## src/rtl/core/jse_pkg.sv

```systemverilog
// Shared types and constants of the JSON string escaper.
package jse_pkg;

   localparam int OFFSET_WIDTH_DEFAULT = 16;
   localparam int QUEUE_DEPTH          = 2;

   // Work for one accepted item: single-byte units of a broken sequence, one
   // main unit (escape, plain byte or complete UTF-8 sequence), single-byte
   // units flushed at string end, then the optional end report.
   typedef struct packed {
      logic            first;
      logic            report;
      logic [1:0]      pre_count;
      logic [2:0][7:0] pre_bytes;
      logic [2:0]      mid_len;
      logic [5:0][7:0] mid_bytes;
      logic [1:0]      suf_count;
      logic [2:0][7:0] suf_bytes;
   } cmd_type;

endpackage

```

## src/rtl/core/json_string_escaper_utf8_budget.sv

```systemverilog
// Top level of the JSON string escaper with UTF-8 grouping and byte budget.
//
// One input beat carries one source byte of a string. The front end accepts a
// beat every cycle while its two-entry command queue has room and turns it into
// output units; the back end sends one output beat per cycle while the receiver
// takes each beat. An item causes zero to ten output beats. The unit that first
// exceeds the budget takes a back-end step with no beat, and so does the last
// step of an item that has work queued but sends no beat there (it only opens a
// string, its units are skipped after a budget stop, or its units are cut off and
// it closes no string). An empty middle item queues nothing and never reaches the
// back end. The back end sets the sustained rate. The first result of an item
// passes through the queue entry, written at the accepting edge, and then the
// output register, and it may wait there behind earlier items.
module json_string_escaper_utf8_budget
   import jse_pkg::*;
#(
   parameter int OFFSET_WIDTH = OFFSET_WIDTH_DEFAULT
) (
   input  logic                    clock,
   input  logic                    reset,
   input  logic                    req_valid,
   output logic                    req_ready,
   input  logic [7:0]              req_text_byte,
   input  logic                    req_first_of_string,
   input  logic                    req_last_of_string,
   input  logic                    req_string_empty,
   input  logic [OFFSET_WIDTH-1:0] req_start_offset,
   input  logic [OFFSET_WIDTH-1:0] req_capacity,
   output logic                    rsp_valid,
   input  logic                    rsp_ready,
   output logic [7:0]              rsp_out_byte,
   output logic [OFFSET_WIDTH-1:0] rsp_write_offset,
   output logic                    rsp_carries_byte,
   output logic                    rsp_end_of_run,
   output logic                    rsp_string_done,
   output logic [OFFSET_WIDTH-1:0] rsp_final_offset
);

   localparam int CMD_BITS = $bits(cmd_type);
   localparam int QW       = CMD_BITS + 2 * OFFSET_WIDTH;

   cmd_type                 front_cmd, head_cmd;
   logic                    cmd_push, queue_full, head_valid, head_pop;
   logic [QW-1:0]           push_data, pop_data;
   logic [OFFSET_WIDTH-1:0] head_start, head_cap;

   assign push_data  = {front_cmd, req_start_offset, req_capacity};
   assign head_cmd   = cmd_type'(pop_data[QW-1 -: CMD_BITS]);
   assign head_start = pop_data[2*OFFSET_WIDTH-1 -: OFFSET_WIDTH];
   assign head_cap   = pop_data[OFFSET_WIDTH-1:0];

   jse_front u_front (
      .clock               (clock),
      .reset               (reset),
      .req_valid           (req_valid),
      .req_ready           (req_ready),
      .req_text_byte       (req_text_byte),
      .req_first_of_string (req_first_of_string),
      .req_last_of_string  (req_last_of_string),
      .req_string_empty    (req_string_empty),
      .queue_full          (queue_full),
      .cmd_push            (cmd_push),
      .cmd                 (front_cmd)
   );

   jse_queue #(
      .WIDTH (QW),
      .DEPTH (QUEUE_DEPTH)
   ) u_queue (
      .clock     (clock),
      .reset     (reset),
      .push      (cmd_push),
      .push_data (push_data),
      .full      (queue_full),
      .pop       (head_pop),
      .pop_data  (pop_data),
      .not_empty (head_valid)
   );

   jse_back #(
      .OFFSET_WIDTH (OFFSET_WIDTH)
   ) u_back (
      .clock            (clock),
      .reset            (reset),
      .head_valid       (head_valid),
      .head_cmd         (head_cmd),
      .head_start       (head_start),
      .head_cap         (head_cap),
      .head_pop         (head_pop),
      .rsp_valid        (rsp_valid),
      .rsp_ready        (rsp_ready),
      .rsp_out_byte     (rsp_out_byte),
      .rsp_write_offset (rsp_write_offset),
      .rsp_carries_byte (rsp_carries_byte),
      .rsp_end_of_run   (rsp_end_of_run),
      .rsp_string_done  (rsp_string_done),
      .rsp_final_offset (rsp_final_offset)
   );

endmodule

```

## src/rtl/core/jse_front.sv

```systemverilog
// Front end: UTF-8 hold state and classification of each byte into units.
module jse_front
   import jse_pkg::*;
(
   input  logic       clock,
   input  logic       reset,
   input  logic       req_valid,
   output logic       req_ready,
   input  logic [7:0] req_text_byte,
   input  logic       req_first_of_string,
   input  logic       req_last_of_string,
   input  logic       req_string_empty,
   input  logic       queue_full,
   output logic       cmd_push,
   output cmd_type    cmd
);

   localparam logic [7:0] CHAR_QUOTE     = 8'h22;
   localparam logic [7:0] CHAR_BACKSLASH = 8'h5c;
   localparam logic [7:0] CHAR_LF        = 8'h0a;
   localparam logic [7:0] CHAR_CR        = 8'h0d;
   localparam logic [7:0] CHAR_TAB       = 8'h09;
   localparam logic [7:0] CHAR_BS        = 8'h08;
   localparam logic [7:0] CHAR_FF        = 8'h0c;
   localparam logic [7:0] CHAR_N         = 8'h6e;
   localparam logic [7:0] CHAR_R         = 8'h72;
   localparam logic [7:0] CHAR_T         = 8'h74;
   localparam logic [7:0] CHAR_B         = 8'h62;
   localparam logic [7:0] CHAR_F         = 8'h66;
   localparam logic [7:0] CHAR_U         = 8'h75;
   localparam logic [7:0] CHAR_ZERO      = 8'h30;
   localparam logic [7:0] CTRL_LIMIT     = 8'h20;
   localparam logic [7:0] LEAD2_LO       = 8'hc2;
   localparam logic [7:0] LEAD2_HI       = 8'hdf;
   localparam logic [7:0] LEAD3_LO       = 8'he0;
   localparam logic [7:0] LEAD3_HI       = 8'hef;
   localparam logic [7:0] LEAD4_LO       = 8'hf0;
   localparam logic [7:0] LEAD4_HI       = 8'hf4;
   localparam logic [1:0] CONT_TAG       = 2'b10;

   function automatic logic [7:0] hex_digit(input logic [3:0] nib);
      logic [7:0] r;
      if (nib < 4'd10) begin
         r = CHAR_ZERO + {4'd0, nib};
      end else begin
         r = 8'h57 + {4'd0, nib};
      end
      return r;
   endfunction

   logic [2:0][7:0] held_ff, held_in, held_e;
   logic [1:0]      count_ff, count_in, count_e;
   logic [2:0]      want_ff, want_in, want_e;
   logic            accept;
   logic            do_fresh;
   logic [2:0]      lead_len;
   logic [7:0]      c;

   assign c         = req_text_byte;
   assign req_ready = !queue_full;
   assign accept    = req_valid && req_ready;
   assign cmd_push  = accept && (req_first_of_string || req_last_of_string ||
                                 cmd.pre_count != 2'd0 || cmd.mid_len != 3'd0);

   always_comb begin
      if (c >= LEAD2_LO && c <= LEAD2_HI) begin
         lead_len = 3'd2;
      end else if (c >= LEAD3_LO && c <= LEAD3_HI) begin
         lead_len = 3'd3;
      end else if (c >= LEAD4_LO && c <= LEAD4_HI) begin
         lead_len = 3'd4;
      end else begin
         lead_len = 3'd1;
      end
   end

   always_comb begin
      held_e  = req_first_of_string ? '0 : held_ff;
      count_e = req_first_of_string ? 2'd0 : count_ff;
      want_e  = req_first_of_string ? 3'd0 : want_ff;
      held_in  = held_e;
      count_in = count_e;
      want_in  = want_e;
      cmd        = '0;
      cmd.first  = req_first_of_string;
      cmd.report = req_last_of_string;
      do_fresh   = 1'b0;
      if (!req_string_empty) begin
         if (count_e == 2'd0) begin
            do_fresh = 1'b1;
         end else if (c[7:6] != CONT_TAG) begin
            cmd.pre_count = count_e;
            cmd.pre_bytes = held_e;
            count_in = 2'd0;
            want_in  = 3'd0;
            do_fresh = 1'b1;
         end else if ({1'b0, count_e} + 3'd1 >= want_e || count_e == 2'd3) begin
            for (int i = 0; i < 3; i++) begin
               if (i < count_e) begin
                  cmd.mid_bytes[i] = held_e[i];
               end
            end
            case (count_e)
               2'd1: cmd.mid_bytes[1] = c;
               2'd2: cmd.mid_bytes[2] = c;
               2'd3: cmd.mid_bytes[3] = c;
               default: cmd.mid_bytes[0] = c;
            endcase
            cmd.mid_len = {1'b0, count_e} + 3'd1;
            count_in = 2'd0;
            want_in  = 3'd0;
         end else begin
            held_in[count_e] = c;
            count_in = count_e + 2'd1;
         end
      end
      if (do_fresh) begin
         if (lead_len > 3'd1) begin
            held_in[0] = c;
            count_in   = 2'd1;
            want_in    = lead_len;
         end else begin
            cmd.mid_bytes[0] = CHAR_BACKSLASH;
            cmd.mid_len      = 3'd2;
            case (c)
               CHAR_QUOTE:     cmd.mid_bytes[1] = CHAR_QUOTE;
               CHAR_BACKSLASH: cmd.mid_bytes[1] = CHAR_BACKSLASH;
               CHAR_LF:        cmd.mid_bytes[1] = CHAR_N;
               CHAR_CR:        cmd.mid_bytes[1] = CHAR_R;
               CHAR_TAB:       cmd.mid_bytes[1] = CHAR_T;
               CHAR_BS:        cmd.mid_bytes[1] = CHAR_B;
               CHAR_FF:        cmd.mid_bytes[1] = CHAR_F;
               default: begin
                  if (c < CTRL_LIMIT) begin
                     cmd.mid_bytes[1] = CHAR_U;
                     cmd.mid_bytes[2] = CHAR_ZERO;
                     cmd.mid_bytes[3] = CHAR_ZERO;
                     cmd.mid_bytes[4] = hex_digit(c[7:4]);
                     cmd.mid_bytes[5] = hex_digit(c[3:0]);
                     cmd.mid_len      = 3'd6;
                  end else begin
                     cmd.mid_bytes[0] = c;
                     cmd.mid_len      = 3'd1;
                  end
               end
            endcase
         end
      end
      if (req_last_of_string) begin
         cmd.suf_count = count_in;
         cmd.suf_bytes = held_in;
         count_in = 2'd0;
         want_in  = 3'd0;
      end
   end

   always_ff @(posedge clock) begin
      if (reset) begin
         count_ff <= 2'd0;
         want_ff  <= 3'd0;
      end else if (accept) begin
         count_ff <= count_in;
         want_ff  <= want_in;
      end
   end

   always_ff @(posedge clock) begin
      if (accept) begin
         held_ff <= held_in;
      end
   end

endmodule

```

## src/rtl/core/jse_queue.sv

```systemverilog
// Short FIFO of unit commands between front and back.
module jse_queue
   import jse_pkg::*;
#(
   parameter int WIDTH = 8,
   parameter int DEPTH = QUEUE_DEPTH
) (
   input  logic             clock,
   input  logic             reset,
   input  logic             push,
   input  logic [WIDTH-1:0] push_data,
   output logic             full,
   input  logic             pop,
   output logic [WIDTH-1:0] pop_data,
   output logic             not_empty
);

   localparam int PW = (DEPTH > 1) ? $clog2(DEPTH) : 1;
   localparam int CW = $clog2(DEPTH + 1);

   logic [WIDTH-1:0] entry_ff [DEPTH];
   logic [PW-1:0]    wr_ff, wr_in, rd_ff, rd_in;
   logic [CW-1:0]    count_ff, count_in;
   logic             do_push, do_pop;

   assign full      = count_ff == CW'(DEPTH);
   assign not_empty = count_ff != '0;
   assign do_push   = push && !full;
   assign do_pop    = pop && not_empty;
   assign pop_data  = entry_ff[rd_ff];

   always_comb begin
      wr_in = wr_ff;
      rd_in = rd_ff;
      if (do_push) begin
         wr_in = (wr_ff == PW'(DEPTH - 1)) ? '0 : wr_ff + PW'(1);
      end
      if (do_pop) begin
         rd_in = (rd_ff == PW'(DEPTH - 1)) ? '0 : rd_ff + PW'(1);
      end
      count_in = count_ff + CW'(do_push) - CW'(do_pop);
   end

   always_ff @(posedge clock) begin
      if (reset) begin
         wr_ff    <= '0;
         rd_ff    <= '0;
         count_ff <= '0;
      end else begin
         wr_ff    <= wr_in;
         rd_ff    <= rd_in;
         count_ff <= count_in;
      end
   end

   always_ff @(posedge clock) begin
      if (do_push) begin
         entry_ff[wr_ff] <= push_data;
      end
   end

endmodule

```

## src/rtl/core/jse_back.sv

```systemverilog
// Back end: budget check, offset tracking and output beats with register.
module jse_back
   import jse_pkg::*;
#(
   parameter int OFFSET_WIDTH = OFFSET_WIDTH_DEFAULT
) (
   input  logic                    clock,
   input  logic                    reset,
   input  logic                    head_valid,
   input  cmd_type                 head_cmd,
   input  logic [OFFSET_WIDTH-1:0] head_start,
   input  logic [OFFSET_WIDTH-1:0] head_cap,
   output logic                    head_pop,
   output logic                    rsp_valid,
   input  logic                    rsp_ready,
   output logic [7:0]              rsp_out_byte,
   output logic [OFFSET_WIDTH-1:0] rsp_write_offset,
   output logic                    rsp_carries_byte,
   output logic                    rsp_end_of_run,
   output logic                    rsp_string_done,
   output logic [OFFSET_WIDTH-1:0] rsp_final_offset
);

   localparam int         SW        = OFFSET_WIDTH + 2;
   localparam logic [2:0] SLOT_MID  = 3'd3;
   localparam logic [2:0] SLOT_SUF  = 3'd4;
   localparam logic [2:0] SLOT_NONE = 3'd7;

   function automatic logic [2:0] next_slot(input logic [6:0] mask, input logic [3:0] from);
      logic [2:0] r;
      r = SLOT_NONE;
      for (int i = 6; i >= 0; i--) begin
         if (mask[i] && i >= from) begin
            r = 3'(i);
         end
      end
      return r;
   endfunction

   logic [OFFSET_WIDTH-1:0] off_ff, off_in, off_e, lim_ff, lim_e;
   logic                    stop_ff, stop_in, stop_e;
   logic                    fresh_ff;
   logic [2:0]              ptr_ff, ptr_in, ptr_e, idx_ff, idx_in, idx_e;
   logic [6:0]              vmask;
   logic                    load, active, fit, nfit, last_byte, out_free;
   logic [2:0]              ulen, nlen, nxt;
   logic [7:0]              ubyte;
   logic                    advance, pop_cond, emit, beat_report, beat_end;

   logic                    valid_ff;
   logic [7:0]              byte_ff;
   logic [OFFSET_WIDTH-1:0] woff_ff, fin_ff;
   logic                    carries_ff, end_ff, done_ff;

   assign rsp_valid        = valid_ff;
   assign rsp_out_byte     = byte_ff;
   assign rsp_write_offset = woff_ff;
   assign rsp_carries_byte = carries_ff;
   assign rsp_end_of_run   = end_ff;
   assign rsp_string_done  = done_ff;
   assign rsp_final_offset = fin_ff;

   assign out_free = !valid_ff || rsp_ready;

   always_comb begin
      for (int i = 0; i < 3; i++) begin
         vmask[i]     = i < head_cmd.pre_count;
         vmask[i + 4] = i < head_cmd.suf_count;
      end
      vmask[3] = head_cmd.mid_len != 3'd0;
   end

   assign load   = head_cmd.first && fresh_ff;
   assign off_e  = load ? head_start : off_ff;
   assign lim_e  = load ? head_cap : lim_ff;
   assign stop_e = load ? 1'b0 : stop_ff;
   assign ptr_e  = fresh_ff ? next_slot(vmask, 4'd0) : ptr_ff;
   assign idx_e  = fresh_ff ? 3'd0 : idx_ff;
   assign active = ptr_e != SLOT_NONE && !stop_e;
   assign nxt    = next_slot(vmask, {1'b0, ptr_e} + 4'd1);
   assign ulen   = (ptr_e == SLOT_MID) ? head_cmd.mid_len : 3'd1;
   assign nlen   = (nxt == SLOT_MID) ? head_cmd.mid_len : 3'd1;
   assign fit    = SW'(off_e) + SW'(ulen) <= SW'(lim_e);
   assign nfit   = SW'(off_e) + SW'(1) + SW'(nlen) <= SW'(lim_e);
   assign last_byte = idx_e == ulen - 3'd1;

   always_comb begin
      case (ptr_e)
         3'd0, 3'd1, 3'd2: ubyte = head_cmd.pre_bytes[ptr_e[1:0]];
         SLOT_MID:         ubyte = head_cmd.mid_bytes[idx_e];
         3'd4, 3'd5, 3'd6: ubyte = head_cmd.suf_bytes[2'(ptr_e - SLOT_SUF)];
         default:          ubyte = 8'd0;
      endcase
   end

   always_comb begin
      off_in      = off_e;
      stop_in     = stop_e;
      ptr_in      = ptr_e;
      idx_in      = idx_e;
      advance     = 1'b0;
      pop_cond    = 1'b0;
      emit        = 1'b0;
      beat_report = 1'b0;
      beat_end    = 1'b0;
      if (head_valid) begin
         if (active && idx_e == 3'd0 && !fit) begin
            stop_in = 1'b1;
            advance = 1'b1;
         end else if (active) begin
            emit    = 1'b1;
            advance = out_free;
            off_in  = off_e + OFFSET_WIDTH'(1);
            if (last_byte) begin
               ptr_in   = nxt;
               idx_in   = 3'd0;
               pop_cond = nxt == SLOT_NONE && !head_cmd.report;
               beat_end = !head_cmd.report && !(nxt != SLOT_NONE && nfit);
            end else begin
               idx_in = idx_e + 3'd1;
            end
         end else if (head_cmd.report) begin
            emit        = 1'b1;
            beat_report = 1'b1;
            beat_end    = 1'b1;
            advance     = out_free;
            pop_cond    = 1'b1;
         end else begin
            advance  = 1'b1;
            pop_cond = 1'b1;
         end
      end
   end

   assign head_pop = advance && pop_cond;

   always_ff @(posedge clock) begin
      if (reset) begin
         off_ff   <= '0;
         lim_ff   <= '0;
         stop_ff  <= 1'b0;
         fresh_ff <= 1'b1;
         ptr_ff   <= SLOT_NONE;
         idx_ff   <= 3'd0;
      end else if (advance) begin
         off_ff   <= off_in;
         lim_ff   <= lim_e;
         stop_ff  <= stop_in;
         fresh_ff <= pop_cond;
         ptr_ff   <= ptr_in;
         idx_ff   <= idx_in;
      end
   end

   always_ff @(posedge clock) begin
      if (reset) begin
         valid_ff <= 1'b0;
      end else if (emit && out_free) begin
         valid_ff <= 1'b1;
      end else if (rsp_ready) begin
         valid_ff <= 1'b0;
      end
   end

   always_ff @(posedge clock) begin
      if (emit && out_free) begin
         byte_ff    <= beat_report ? 8'd0 : ubyte;
         woff_ff    <= off_e;
         carries_ff <= !beat_report;
         end_ff     <= beat_end;
         done_ff    <= beat_report;
         fin_ff     <= beat_report ? off_e : '0;
      end
   end

endmodule

```

## config.mk

```make
export PLATFORM = sky130hd
export DESIGN_NAME = json_string_escaper_utf8_budget
export DESIGN_NICKNAME = d
export VERILOG_FILES = /design/src/rtl/core/jse_pkg.sv /design/src/rtl/core/json_string_escaper_utf8_budget.sv /design/src/rtl/core/jse_front.sv /design/src/rtl/core/jse_queue.sv /design/src/rtl/core/jse_back.sv
export SDC_FILE = /design/constraint.sdc
export NUM_CORES = 1
export LEC_CHECK = 0
export ABC_AREA = 1
export BUFFER_PORTS_ARGS = -buffer_cell sky130_fd_sc_hd__buf_4
export CAP_MARGIN = 15
export CORE_UTILIZATION = 56
export DETAILED_ROUTE_END_ITERATION = 16
export PLACE_DENSITY = 0.83
export SLEW_MARGIN = 40
export SYNTH_ARGS = -nofsm -noshare
export SYNTH_HDL_FRONTEND = slang
export SYNTH_SLANG_ARGS = --single-unit
```

## constraint.sdc

```tcl
create_clock -name clock -period 9.19 [get_ports clock]
set_input_delay 0.4595 -clock clock [delete_from_list [all_inputs] [get_ports clock]]
set_output_delay 0.4595 -clock clock [all_outputs]
set_load 0.01 [all_outputs]
```

Yosys cells after proc, flatten, opt, wreduce, memory -nomap -nowiden
Memory sizes are Yosys's and may differ from the RTL's. A register that Yosys moved wholly into a read port is not among the register bits. Cells that the tools add are included.

Register bits after elaboration: 117. Latch bits: 0. Bits in writable memories: 274. Memory bits (read-only): 0. Bits of input ports: 47. Output and inout port bits: 45. Logic and storage cells: 272. Memories: 1.

Memories: u_queue.entry_ff (depth 2, width 137, read ports 1, clocked after Yosys merged registers in 1, write ports 1, RTL line jse_queue.sv:21) `logic [WIDTH-1:0] entry_ff [DEPTH];`.

Add/subtract/negate cells: 18. Multiply operators: 0. Divide/modulo/power cells: 0. Magnitude comparators: 34. Eq/ne operators: 23. Shift-type cells: 0. Multiplexer cells: 125. Bitwise logic cells: 1. Reduce and logical (&&, ||, !) cells: 49.

Operators with widths (number): 2-to-1 mux 8 bit (17); 2-to-1 mux 32 bit (4); 2-to-1 mux 24 bit (5); 2-to-1 mux 3 bit (36); 2-to-1 mux 51 bit (2); 2-to-1 mux 16 bit (5); 2-to-1 mux 29 bit (2); case mux 8 bit (7 select lines) (1); 2-to-1 mux 26 bit (2); == test 8 x 4 -> 1 bit (second input constant) (5); 2-to-1 mux 40 bit (1); <= comparator 18 x 16 -> 1 bit (2); 2-to-1 mux 35 bit (1); 2-to-1 mux 1 bit (33); binary-select mux 8 bit (select 2 bit) (2); binary-select mux 8 bit (select 3 bit) (1); bitwise mux 24 bit (1); greater-or-equal comparator 8 bit (second input constant) (3); <= comparator 8 bit (second input constant) (3); logical AND 1 bit (24); case mux 8 bit (3 select lines) (1); 2-to-1 mux 2 bit (10); adder 18 x 3 -> 18 bit (1); adder 16 x 1 -> 17 bit (second input constant) (1); other kinds (46) (87).

Depth between registers and ports, before layout
Gate-level depths: netlist of the first run.

Word-level depth: 29. Mapped depth: 49. Mapped depth without buffers: 47.

Cells and area by module
A second synthesis of the first run with hierarchy kept.

Cells, all modules: 1910. Area, all modules: 20220.6 µm².

By module, submodules not included: jse_queue (instances 1, cells an instance 465, area each 10216.0 µm², seq. area each 8328.0 µm²); jse_back (instances 1, cells an instance 974, area each 6927.9 µm², seq. area each 2112.0 µm²); jse_front (instances 1, cells an instance 471, area each 3076.7 µm², seq. area each 820.8 µm²).

Least setup slack after synthesis of the first run
Ideal clock, no wire load.

Path type: input to register. From: in req_first_of_string. To: mem u_queue.entry_ff[1][0] (netlist bit), enable pin. Library setup time: 633 ps. Arrival time: 8032 ps. Data required time: 8557 ps. Setup slack: 524 ps. Stages: 14. Buffers on the path: 2. Cell sequence: clkinv_1 > clkbuf_1 > clkbuf_1 > nand2_1 > ha_1 > a21boi_0 > o21ai_0 > nand3_1 > inv_1 > o21ai_0 > nor3_1 > nand3_1 > nand2_1 > nor2_1.

RTL lines: start: declaration (RTL line json_string_escaper_utf8_budget.sv:24) `input logic req_first_of_string,`; end: declaration (RTL line jse_queue.sv:21).

==> results of run 1 <==
## stage by stage
| step | std cells | area (µm²) | utilization [%] |
|---|---|---|---|
| 3_5_place_dp | 2524 | 20400 | 60.5 |
| 6_report | 2601 | 21900 | 64.8 |
| 3_3_place_gp | 2524 | 20400 | 60.4 |
| 2_1_floorplan | 2047 | 19400 | - |
| 5_1_grt | 2601 | 21900 | 64.8 |
| 4_1_cts | 2599 | 21800 | 64.7 |
## critical path: cells and delay by family, from the launching register on
kind,cells,cell delay (ns)
AOI/OAI and AO/OA,4,0.75
DFF,1,0.43
buffers and inverters,7,1.87
and+or+nand+nor,19,2.85
adders and majority gates,4,1.27
xor gates and xnor gates,1,0.22
## metal layers
metal / wire [µm] / share of wire, % / vias to the layer above / GRT usage (%)
li1: - / - / 7113 / -
met1: 19400 / 38 / 7132 / 35.0
met2: 25400 / 50 / 690 / 50.6
met3: 3670 / 7.1 / 180 / 4.47
met4: 2810 / 5.5 / 0 / 15.5
met5: 0 / 0 / - / 0
## synthesized netlist by cell type, types with 5 or more instances
cell / number
sky130_fd_sc_hd__xnor2_1: 5
sky130_fd_sc_hd__nand4_1: 12
sky130_fd_sc_hd__dfxtp_1: 51
sky130_fd_sc_hd__o21ai_0: 138
sky130_fd_sc_hd__nand2_1: 437
sky130_fd_sc_hd__clkbuf_1: 53
sky130_fd_sc_hd__a211oi_1: 5
sky130_fd_sc_hd__buf_1: 5
sky130_fd_sc_hd__buf_2: 7
sky130_fd_sc_hd__inv_2: 5
sky130_fd_sc_hd__a221oi_1: 7
sky130_fd_sc_hd__nand3_1: 112
sky130_fd_sc_hd__o31ai_1: 6
sky130_fd_sc_hd__inv_1: 184
sky130_fd_sc_hd__o211ai_1: 7
sky130_fd_sc_hd__a21oi_1: 97
sky130_fd_sc_hd__nor2_2: 6
sky130_fd_sc_hd__buf_6: 7
sky130_fd_sc_hd__o21ai_1: 10
sky130_fd_sc_hd__o32ai_1: 8
sky130_fd_sc_hd__buf_4: 6
sky130_fd_sc_hd__nor2_1: 299
sky130_fd_sc_hd__clkinv_1: 7
sky130_fd_sc_hd__o211a_1: 15
sky130_fd_sc_hd__a31oi_1: 10
sky130_fd_sc_hd__edfxtp_1: 337
sky130_fd_sc_hd__a32o_1: 6
sky130_fd_sc_hd__o22ai_1: 17
sky130_fd_sc_hd__ha_1: 66
sky130_fd_sc_hd__xor2_1: 30
sky130_fd_sc_hd__nor3_1: 18
sky130_fd_sc_hd__nand2_2: 20
## cell type report
class                   count  area, µm²  area share [%]
clock buffers              56       1160            5.28
clock inverters            19        258            1.18
inverters                 197        744            3.40
well taps                 448        561            2.56
multi-input cells        1384       7180            32.8
repair buffers            109        852            3.89
flip-flops and latches    388      11100            50.9
## path summary, 6_finish.rpt
check / end / startpoint / depth (start not counted)
setup / recovery: u_back.rsp_write_offset[7]$_DFFE_PP_ / flip-flop / 35
hold / removal: u_queue.entry_ff[1][15]$_DFFE_PP_ / req_capacity[15] / 1
setup reg to reg: u_back.rsp_write_offset[7]$_DFFE_PP_ / flip-flop / 35
hold reg to reg: u_front.want_ff[0]$_SDFFE_PP0P_ / u_front.want_ff[0]$_SDFFE_PP0P_ / 2
## where the power goes
part           switching (mW)  leakage [nW]  internal (mW)
registers               0.131          3.64           2.38
clock network           0.693         0.686           1.03
logic                    2.45          4.79           1.12
## layout by cell type, fill, tap and decap left out, types with 8 or more instances in the layout
cell | netlist | layout
sky130_fd_sc_hd__a21oi_1 | 97 | 97
sky130_fd_sc_hd__a31oi_1 | 10 | 10
sky130_fd_sc_hd__buf_4 | 6 | 106
sky130_fd_sc_hd__clkbuf_1 | 53 | 11
sky130_fd_sc_hd__clkbuf_16 | 0 | 45
sky130_fd_sc_hd__clkinv_1 | 7 | 9
sky130_fd_sc_hd__conb_1 | 1 | 10
sky130_fd_sc_hd__dfxtp_1 | 51 | 50
sky130_fd_sc_hd__edfxtp_1 | 337 | 337
sky130_fd_sc_hd__ha_1 | 66 | 66
sky130_fd_sc_hd__inv_1 | 184 | 184
sky130_fd_sc_hd__nand2_1 | 437 | 437
sky130_fd_sc_hd__nand2_2 | 20 | 20
sky130_fd_sc_hd__nand3_1 | 112 | 111
sky130_fd_sc_hd__nand4_1 | 12 | 12
sky130_fd_sc_hd__nor2_1 | 299 | 295
sky130_fd_sc_hd__nor3_1 | 18 | 16
sky130_fd_sc_hd__o211a_1 | 15 | 15
sky130_fd_sc_hd__o21ai_0 | 138 | 138
sky130_fd_sc_hd__o21ai_1 | 10 | 10
sky130_fd_sc_hd__o22ai_1 | 17 | 17
sky130_fd_sc_hd__o32ai_1 | 8 | 8
sky130_fd_sc_hd__xor2_1 | 30 | 30
## registers in the layout, summed over array words and instances (netlist names), 2 cells and up, named ones only
name / flops
u_queue.entry_ff: 270
u_front.held_ff: 24
u_back.lim_ff: 16
u_back.off_ff: 16
u_back.rsp_final_offset: 16
u_back.rsp_write_offset: 16
u_back.rsp_out_byte: 8
u_back.idx_ff: 3
u_back.ptr_ff: 3
u_front.want_ff: 3
u_front.count_ff: 2
u_queue.count_ff: 2
## cell families (layout without fill, tap and decap cells)
kind of cell | Yosys count | count (layout)
AOI/OAI and AO/OA | 347 | 347
xor gates and xnor gates | 36 | 36
adders and majority gates | 68 | 68
buffers and inverters | 275 | 381
DFF | 388 | 388
muxes | 2 | 2
other | 1 | 10
and+or+nand+nor | 921 | 921
==> parameters.txt, run 1 <==
Parameter                              Value

Timing
  Least-Margin Pin Slew    0.782 ns
  Accumulated negative setup slack    0 ns
  Normalized max-slew margin    47.4%
  Max Clock Freq    0.129 GHz
  Setup violators final    0
  Portion of the clock cycle consumed by the worst path in the final layout    84.2%
  Number of max-slew violations in the final report    0
  RSZ-0062 raised after global routing    no
  Worst-case clock skew    0.0122 ns
  Worst setup margin    1.45 ns
  Final Hold Fails    0
  Shortest clock period the worst path allows after layout    7.74 ns
  Tightest hold margin    0.102 ns

Routing
  Total via count after detailed routing    15100
  Total iterations of the first detailed-routing run    6
  Antenna Nets Post-Route    0
  Wire length per cell    19.7 µm
  Overall routed net length    51300 µm
  Starting DRC count in detailed routing    1533
  Avg Vias per Cell    5.81
  DRC viols    0

Worst setup path
  Maximum fanout count along the critical path    67
  Maximum single-stage delay on the critical path    0.58 ns
  Type of the setup path with the least slack    reg2reg
  Critical path data required time    9.42 ns
  Signal arrival time at the worst endpoint    7.97 ns
  Critical Path Most Common Cell    sky130_fd_sc_hd__nand2_1
  Reg2reg setup slack    1.45 ns
  Slowest stage cell on the critical path    sky130_fd_sc_hd__buf_4
  Setup crit start kind    flip-flop
  Worst setup EP type    flip-flop

Power and ir drop
  Reported leakage power    9.11 nW
  Max VDD drop    258 µV
  Total power draw    7.81 mW
  P per Cell Area    357 nW/µm²

Global route
  Wire length of the first global-routing pass    80000 µm
  Antenna violations before repair    0
  Congestion Overflow GR    0
  Global routing usage summed across all routing layers    29.2%
  Maximum number of pins on one net before global-route repair    77
  Vias in the first global route    14800

Clock tree
  Clock latency at the later pin of the worst-skew pair    0.54 ns
  Count of buffers added by post-CTS timing repair for setup    0
  Post-CTS Hold Buffers    0
  Clock tree from TritonCTS    built
  Num CTS Buffers    41
  Number of gates resized after cts    0
  Clock-pin slew on the worst setup and hold paths    0.06 ns
  Maximum count of clock buffers along a single path    3
  Number of H-tree levels    2
  Clock Tree Root    sky130_fd_sc_hd__clkbuf_16
  Number of clock sinks seen by CTS    388

Synthesis
  Post-Synth Adder-Cell Area    4.47%
  Post-Syn Area per Cell    9.50 µm²
  Number of enable flip-flop cells after synthesis    337
  Post-Syn Instances    2038
  Fraction of the yosys area taken by sequential cells    57.5%
  Share of the synthesized netlist area taken by xor and xnor gates    1.72%
  Post-synth top area share    52.2%
  Count of distinct cell types in the synthesized netlist    57
  Share of synthesized cell area in and, or, nand and nor gates    19.8%
  Number of synthesis warnings    0
  Ys async rst share    0%
  Mux contribution to synthesized area    0.103%
  Post-synthesis cell type with the largest combined area    sky130_fd_sc_hd__edfxtp_1
  Cell types with the largest area share after synthesis    sky130_fd_sc_hd__edfxtp_1 (52%), sky130_fd_sc_hd__nand2_1 (8.5%), sky130_fd_sc_hd__nor2_1 (5.8%)
  Compound-Gate Fraction of Synth Area    10.6%
  Number of flip-flops and latches in the synthesized netlist    388
  Post-synthesis instance area    19400 µm²
  Synth Flop Type    sky130_fd_sc_hd__edfxtp_1
  Combinational family with the most area after synthesis    simple AND/OR/NAND/NOR gates

Final layout
  Ratio of cells with drive above 1 in the final layout    10.7%
  Final Net Count    2236
  Signed area change from the synthesized netlist to the final layout    13.1%
  Antenna cell count    0
  Filler cell count in the final layout    2618

Flow run
  Max-cap violation count    0

Worst hold path
  Worst min path class    in2reg

Floorplanning
  Number of placement rows    67
  Number of I/O pins    92
  DIE WIDTH    188 µm
  Starting utilization of the core area    57.3%
  Total Die Area    35300 µm²
  Core Region    33800 µm²
  Die Span Y    188 µm

Placed design
  Buffers added on ports    91
  Half-perimeter wire length of the detailed placement result    35300 µm
  Gp weighted congestion    0.972
  Pre-CTS setup slack    1.60 ns

Outcome
  Outcome    finished clean
(Power assumes the default switching activity.)
==> run 2, diff against run 1 <==
ABC_AREA = 0   (was 1)
clock period = 6.9 ns   (was 9.19 ns; I/O delays follow)
==> parameters.txt, run 2 <==
Parameter                              Value

Worst setup path
  Number of buffers and inverters on the critical path    2 (-5)
  Worst setup EP type    flip-flop
  Setup crit start kind    flip-flop
  Maximum fanout count along the critical path    19 (-72%)
  Reg2reg setup slack    0.44 ns (-1.02 ns)
  RR Endpoint    u_queue.count_ff[1]$_SDFF_PP0_
  Critical path data required time    7.33 ns (-2.09 ns)
  Top cell family by delay on the critical path    adder cells
  Signal arrival time at the worst endpoint    6.90 ns (-1.07 ns)
  Cells on worst reg2reg path    27 (-23%)
  Slowest stage cell on the critical path    sky130_fd_sc_hd__dfxtp_4
  Critical Path Most Common Cell    sky130_fd_sc_hd__ha_1
  Type of the setup path with the least slack    reg2reg
  Maximum single-stage delay on the critical path    0.52 ns (-0.06 ns)

Floorplanning
  Starting utilization of the core area    56.9% (-0.39 points)
  Total Die Area    35900 µm² (+1.5%)
  Number of I/O pins    92 (unchanged)
  Core Region    34500 µm² (+2.2%)
  Die Span Y    189 µm (+0.76%)
  DIE WIDTH    189 µm (+0.76%)
  Number of placement rows    68 (+1.5%)

Routing
  Total via count after detailed routing    13700 (-9.3%)
  Overall routed net length    49500 µm (-3.5%)
  DRC viols    0 (unchanged)
  Antenna Nets Post-Route    0 (unchanged)
  Wire length per cell    22.3 µm (+13%)
  Routed wire length on met3    3350 µm (-8.7%)
  Avg Vias per Cell    6.17 (+6.1%)
  Met2 Routed Length    25000 µm (-1.8%)
  Starting DRC count in detailed routing    1274 (-17%)
  WL met1    18700 µm (-3.8%)
  Max Used Layer    met4
  Total iterations of the first detailed-routing run    5 (-1)

Clock tree
  Clock tree from TritonCTS    built
  Clock latency at the later pin of the worst-skew pair    0.58 ns (+0.04 ns)
  Maximum count of clock buffers along a single path    3 (unchanged)
  Num CTS Buffers    41 (unchanged)
  Clock-pin slew on the worst setup and hold paths    0.06 ns (about the same)
  Number of H-tree levels    2 (unchanged)
  Clock Tree Root    sky130_fd_sc_hd__clkbuf_16
  Number of clock sinks seen by CTS    388 (unchanged)

Final layout
  Signed area change from the synthesized netlist to the final layout    15.1%
  Filler cell count in the final layout    2614 (-0.15%)
  Most common cell after layout, fill and taps aside    sky130_fd_sc_hd__edfxtp_1
  Commonest cells after routing, fill and taps aside    sky130_fd_sc_hd__edfxtp_1 (337), sky130_fd_sc_hd__nor2_1 (126), sky130_fd_sc_hd__buf_4 (125)
  Regs by FF count    u_queue.entry_ff: 270 flops, u_front.held_ff: 24 flops
  Antenna cell count    0 (unchanged)
  Post-Layout Cell Count    2222 (-15%)
  Post-layout util    65.6% (+0.74 points)
  Flip-flop count of the largest register after layout    270 (unchanged)
  Final Net Count    1849 (-17%)
  Ratio of cells with drive above 1 in the final layout    17.1% (+6.5 points)
  Register containing the most flip-flops in the final layout    u_queue.entry_ff

Power and ir drop
  Register share of total power    36.1% (+3.9 points)
  Reported leakage power    8.16 nW (-10%)
  Sw Ratio    36.3% (-5.6 points)
  P per Cell Area    409 nW/µm² (+15%)
  Combinational cell fraction of total power    40.5% (-5.2 points)
  Int Power    5.90 mW (+30%)
  Switching power of the nets    3.37 mW (+2.8%)
  Max VDD drop    258 µV (-0.30%)
  Total power draw    9.27 mW (+19%)
  Clock network power share    23.3% (+1.2 points)

Synthesis
  Post-synthesis instance area    19700 µm² (+1.6%)
  Post-synthesis cell type with the largest combined area    sky130_fd_sc_hd__edfxtp_1
  Count of distinct cell types in the synthesized netlist    98 (+72%)
  Post-Syn Area per Cell    12.3 µm² (+30%)
  Synth Flop Type    sky130_fd_sc_hd__edfxtp_1
  Top-count cell post-synth    sky130_fd_sc_hd__edfxtp_1
  Number of flip-flops and latches in the synthesized netlist    388 (unchanged)
  Post-Syn Instances    1594 (-22%)
  Fraction of the yosys area taken by sequential cells    56.6% (-0.88 points)
  Number of synthesis warnings    0 (unchanged)
  Cell types with the largest area share after synthesis    sky130_fd_sc_hd__edfxtp_1 (51%), sky130_fd_sc_hd__dfxtp_1 (5.2%), sky130_fd_sc_hd__mux4_2 (4.5%)
  Ys async rst share    0% (unchanged)
  Number of enable flip-flop cells after synthesis    337 (unchanged)
  Post-synth top cells    sky130_fd_sc_hd__edfxtp_1 (337), sky130_fd_sc_hd__nor2_1 (127), sky130_fd_sc_hd__nand2_1 (125)
  Post-synth top area share    51.5% (-0.80 points)

Timing
  Number of max-slew violations in the final report    0 (unchanged)
  RSZ-0062 raised after global routing    no
  Portion of the clock cycle consumed by the worst path in the final layout    93.7% (+9.5 points)
  Least-Margin Pin Slew    0.842 ns (+0.0603 ns)
  Shortest clock period the worst path allows after layout    6.46 ns (-1.27 ns)
  Normalized max-slew margin    43.7% (-3.7 points)
  Worst-case clock skew    0.0245 ns (+0.0123 ns)
  Setup violators final    0 (unchanged)
  Final Hold Fails    0 (unchanged)
  Accumulated negative setup slack    0 ns (unchanged)
  Max Clock Freq    0.155 GHz (+20%)

Flow run
  Max-cap violation count    0 (unchanged)

Placed design
  Post-placement cell count    2109 (-16%)
  Gp weighted congestion    0.992 (+2.2%)
  Half-perimeter wire length of the detailed placement result    34100 µm (-3.5%)
  Buffers added on ports    91 (unchanged)

Outcome
  Outcome    finished clean

Global route
  Global routing usage summed across all routing layers    28.2% (-0.96 points)
  Wire length of the first global-routing pass    76700 µm (-4.2%)
  Vias in the first global route    13800 (-7.1%)
  Maximum number of pins on one net before global-route repair    59 (-23%)
  Congestion Overflow GR    0 (unchanged)
  Antenna violations before repair    0 (unchanged)

Worst hold path
  Worst min path class    in2reg
  Worst Hold Path Cells    2 (+1)
  Worst min-delay path startpoint    req_string_empty
  Worst Hold End    u_queue.entry_ff[1][133]$_DFFE_PP_
## run 2: worst max-delay path by stage
stage | startpoint | endpoint | cells past startpoint
global placement | flip-flop | u_queue.count_ff[1]$_SDFF_PP0_ | 28
detailed placement | flip-flop | u_queue.count_ff[1]$_SDFF_PP0_ | 28
finish | flip-flop | u_queue.count_ff[1]$_SDFF_PP0_ | 27
CTS | flip-flop | u_queue.count_ff[1]$_SDFF_PP0_ | 28
global route | flip-flop | u_queue.count_ff[1]$_SDFF_PP0_ | 26
floorplan | flip-flop | u_back.rsp_carries_byte$_DFFE_PP_ | 27
## run 2: cell type report
class / instances / area (µm²) / area share (%)
flip-flops and latches: 388 / 11100 / 49.2
well taps: 455 / 569 / 2.51
multi-input cells: 1083 / 7980 / 35.3
clock inverters: 28 / 219 / 0.967
inverters: 56 / 210 / 0.928
clock buffers: 48 / 1110 / 4.92
repair buffers: 164 / 1410 / 6.20
## run 2: metal layers
layer | vias to the layer above | GRT usage [%]
li1 | 6266 | -
met1 | 6669 | 34.7
met2 | 631 | 48.0
met3 | 136 | 4.06
met4 | 0 | 15.5
met5 | - | 0
## run 2: kinds of logic (layout without fill, tap and decap cells)
logic type | after synthesis | count (layout) | synth area share, %
buffers and inverters | 132 | 296 | 3.28
DFF | 388 | 388 | 56.6
xor gates and xnor gates | 56 | 56 | 2.49
and+or+nand+nor | 503 | 503 | 13.2
other | 1 | 10 | 0.0191
AOI/OAI and AO/OA | 321 | 321 | 11.0
adders and majority gates | 68 | 68 | 4.40
muxes | 125 | 125 | 9.00
## run 2: per-stage QoR
| step | setup slack [ns] | hold slack (ns) | instance area, µm² |
|---|---|---|---|
| CTS | 0.187 | 0.124 | 22500 |
| finish | 0.435 | 0.155 | 22600 |
| global placement | 0.193 | 0.442 | 20900 |
| floorplan | 0.0938 | 0.437 | 19700 |
| global route | 0.0392 | 0.153 | 22600 |
| detailed placement | 0.0238 | 0.448 | 20900 |
## run 2: power groups by stage
stage	registers (mW)	clock network (mW)	logic (mW)
4_1_cts	3.35	2.20	3.64
2_1_floorplan	3.41	0	2.51
3_3_place_gp	3.37	0	3.49
5_1_grt	3.39	2.28	4.09
6_report	3.35	2.16	3.76
3_5_place_dp	3.39	0	3.59
## run 2: repair_timing
item	4_1_cts	5_1_grt
setup endpoints to repair	1	70
resized for setup	1	6
endpoints found under the hold margin	64	0
buffers inserted	0	3
hold buffers	32	0
==> run 3, diff against run 2 <==
GPL_ROUTABILITY_DRIVEN = 0   (was not set)
PLACE_DENSITY = 0.77   (was 0.83)
==> parameters.txt, run 3 (synthesized netlist as in run 2, its figures left out) <==
Parameter                              Value

Outcome
  Outcome    finished clean

Global route
  Maximum number of pins on one net before global-route repair    96 (+63%)
  Global routing usage summed across all routing layers    26.4% (-1.8 points)
  Met3 routing resource usage after global routing    3.74% (-0.32 points)
  Antenna violations before repair    0 (unchanged)
  Global routing usage on met2    45.4% (-2.6 points)
  Congestion Overflow GR    0 (unchanged)
  GRT Max-Usage Layer    met2
  Met1 usage in global routing    32.9% (-1.7 points)
  Wire length of the first global-routing pass    73000 µm (-4.8%)
  Vias in the first global route    13400 (-3.0%)

Clock tree
  Clock tree from TritonCTS    built
  Clock Tree Root    sky130_fd_sc_hd__clkbuf_16
  Maximum count of clock buffers along a single path    3 (unchanged)
  Number of clock sinks seen by CTS    388 (unchanged)
  Clock-pin slew on the worst setup and hold paths    0.06 ns (about the same)
  Num CTS Buffers    40 (-2.4%)
  Number of H-tree levels    2 (unchanged)
  Clock latency at the later pin of the worst-skew pair    0.56 ns (-0.02 ns)

Worst setup path
  Type of the setup path with the least slack    reg2reg
  Reg2reg setup slack    0.45 ns (+0.02 ns)
  Maximum single-stage delay on the critical path    0.56 ns (+0.04 ns)
  Cells on worst reg2reg path    26 (-3.7%)
  Setup crit end    u_queue.count_ff[1]$_SDFF_PP0_
  Critical path data required time    7.31 ns (-0.02 ns)
  Maximum fanout count along the critical path    30 (+11)
  Critical Path Most Common Cell    sky130_fd_sc_hd__ha_1
  RR Endpoint    u_queue.count_ff[1]$_SDFF_PP0_
  Setup crit start kind    flip-flop
  Worst setup EP type    flip-flop
  Slowest stage cell on the critical path    sky130_fd_sc_hd__inv_1
  Signal arrival time at the worst endpoint    6.86 ns (-0.04 ns)

Floorplanning
  Core Region    34500 µm² (unchanged)
  DIE WIDTH    189 µm (unchanged)
  Starting utilization of the core area    56.9% (unchanged)
  Number of placement rows    68 (unchanged)
  Die Span Y    189 µm (unchanged)
  Total Die Area    35900 µm² (unchanged)
  Number of I/O pins    92 (unchanged)

Worst hold path
  Worst Hold Path Cells    3 (+1)
  Worst min path class    in2reg

Power and ir drop
  Switching power of the nets    3.26 mW (-3.3%)
  Max VDD drop    263 µV (+2.3%)
  Int Power    5.83 mW (-1.2%)
  Reported leakage power    8.06 nW (-1.2%)
  Sw Ratio    35.8% (-0.49 points)
  Register share of total power    36.7% (+0.6 points)
  Combinational cell fraction of total power    39.9% (-0.6 points)
  Total power draw    9.09 mW (-1.9%)
  P per Cell Area    405 nW/µm² (-1.2%)
  Clock network power share    23.4% (about the same)

Routing
  Total via count after detailed routing    13600 (-0.65%)
  Wire length per cell    21.3 µm (-4.6%)
  Antenna Nets Post-Route    0 (unchanged)
  Overall routed net length    46900 µm (-5.3%)
  DRC viols    0 (unchanged)
  Avg Vias per Cell    6.17 (+0.12%)
  Starting DRC count in detailed routing    1506 (+18%)
  Total iterations of the first detailed-routing run    6 (+1)

Timing
  Least-Margin Pin Slew    0.835 ns (-0.00738 ns)
  Max Clock Freq    0.155 GHz (+0.24%)
  RSZ-0062 raised after global routing    no
  Tightest hold margin    0.152 ns (-0.00282 ns)
  Worst-case clock skew    0.0260 ns (+0.00151 ns)
  Normalized max-slew margin    42.9% (-0.79 points)
  Portion of the clock cycle consumed by the worst path in the final layout    93.5% (-0.22 points)
  Final Hold Fails    0 (unchanged)
  Accumulated negative setup slack    0 ns (unchanged)
  Setup violators final    0 (unchanged)
  Shortest clock period the worst path allows after layout    6.45 ns (-0.0152 ns)
  Number of max-slew violations in the final report    0 (unchanged)
  Worst setup margin    0.450 ns (+0.0152 ns)

Final layout
  Regs by FF count    u_queue.entry_ff: 270 flops, u_front.held_ff: 24 flops
  Signed area change from the synthesized netlist to the final layout    14.2%
  Final Net Count    1833 (-0.87%)
  Register containing the most flip-flops in the final layout    u_queue.entry_ff
  Commonest cells after routing, fill and taps aside    sky130_fd_sc_hd__edfxtp_1 (337), sky130_fd_sc_hd__nor2_1 (126), sky130_fd_sc_hd__nand2_1 (124)
  Post-Layout Cell Count    2205 (-0.77%)
  Antenna cell count    0 (unchanged)
  Flip-flop count of the largest register after layout    270 (unchanged)
  Filler cell count in the final layout    2588 (-0.99%)
  Ratio of cells with drive above 1 in the final layout    16.1% (-1.1 points)
  Most common cell after layout, fill and taps aside    sky130_fd_sc_hd__edfxtp_1

Placed design
  Buffers added on ports    91 (unchanged)
  Half-perimeter wire length of the detailed placement result    32000 µm (-6.3%)
  Pre-CTS setup slack    0.352 ns (+0.328 ns)
  Post-placement cell count    2098 (-0.52%)

Flow run
  Max-cap violation count    0 (unchanged)
==> run 3: cell types whose count changed in the layout (fill, tap and decap cells not counted), sizes merged <==
cell      before  now
clkinvlp       5    3
buf          132  117
inv           55   54
clkinv        22   15
clkbuf        48   57
bufinv         2    1
==> run 3: through the flow <==
step | util (%) | area, µm²
2_1_floorplan | - | 19700
4_1_cts | 64.8 | 22400
5_1_grt | 65.0 | 22500
6_report | 65.0 | 22500
3_3_place_gp | 60.1 | 20800
3_5_place_dp | 60.1 | 20800
==> run 3: critical path: cells and delay by family, from the launching register on <==
family,cells,cell delay (ns)
buffers and inverters,3,1.04
DFF,1,0.40
and+or+nand+nor,6,0.84
adders and majority gates,6,1.61
AOI/OAI and AO/OA,8,1.95
xor gates and xnor gates,3,0.45
==> run 3: power groups by stage <==
stage / Combinational [mW] / Clock [mW] / Sequential (mW)
3_3_place_gp: 3.42 / 0 / 3.36
2_1_floorplan: 2.51 / 0 / 3.41
6_report: 3.63 / 2.12 / 3.34
4_1_cts: 3.53 / 2.15 / 3.34
5_1_grt: 3.95 / 2.24 / 3.38
3_5_place_dp: 3.49 / 0 / 3.38
==> run 3: per-layer routing <==
layer,vias up,wire length (µm)
met3,165,3390
met5,-,0
met4,0,2330
li1,6247,-
met1,6548,17900
met2,653,23200
==> run 3: final cells by class <==
class	count	area [µm²]	share of cell area, %
multi-input cells	1083	7980	35.5
well taps	455	569	2.53
clock inverters	17	149	0.663
repair buffers	149	1250	5.55
clock buffers	57	1170	5.20
inverters	56	210	0.936
flip-flops and latches	388	11100	49.6
==> run 3: how the worst min path moves through the flow <==
stage	start	to
2_1_floorplan	u_back.lim_ff[0]$_SDFFE_PP0P_	u_back.lim_ff[0]$_SDFFE_PP0P_
3_3_place_gp	u_back.lim_ff[8]$_SDFFE_PP0P_	u_back.lim_ff[8]$_SDFFE_PP0P_
3_5_place_dp	u_back.lim_ff[11]$_SDFFE_PP0P_	u_back.lim_ff[11]$_SDFFE_PP0P_
4_1_cts	req_text_byte[4]	u_queue.entry_ff[0][86]$_DFFE_PP_
5_1_grt	req_text_byte[4]	u_queue.entry_ff[0][86]$_DFFE_PP_
6_report	req_text_byte[4]	u_queue.entry_ff[0][86]$_DFFE_PP_
==> run 3: repair_timing <==
item                                   CTS  global route
gates resized for setup                  0             7
buffers inserted                         0             0
hold buffers                            32             0
endpoints found under the hold margin   64             0
setup endpoints to repair                0            61
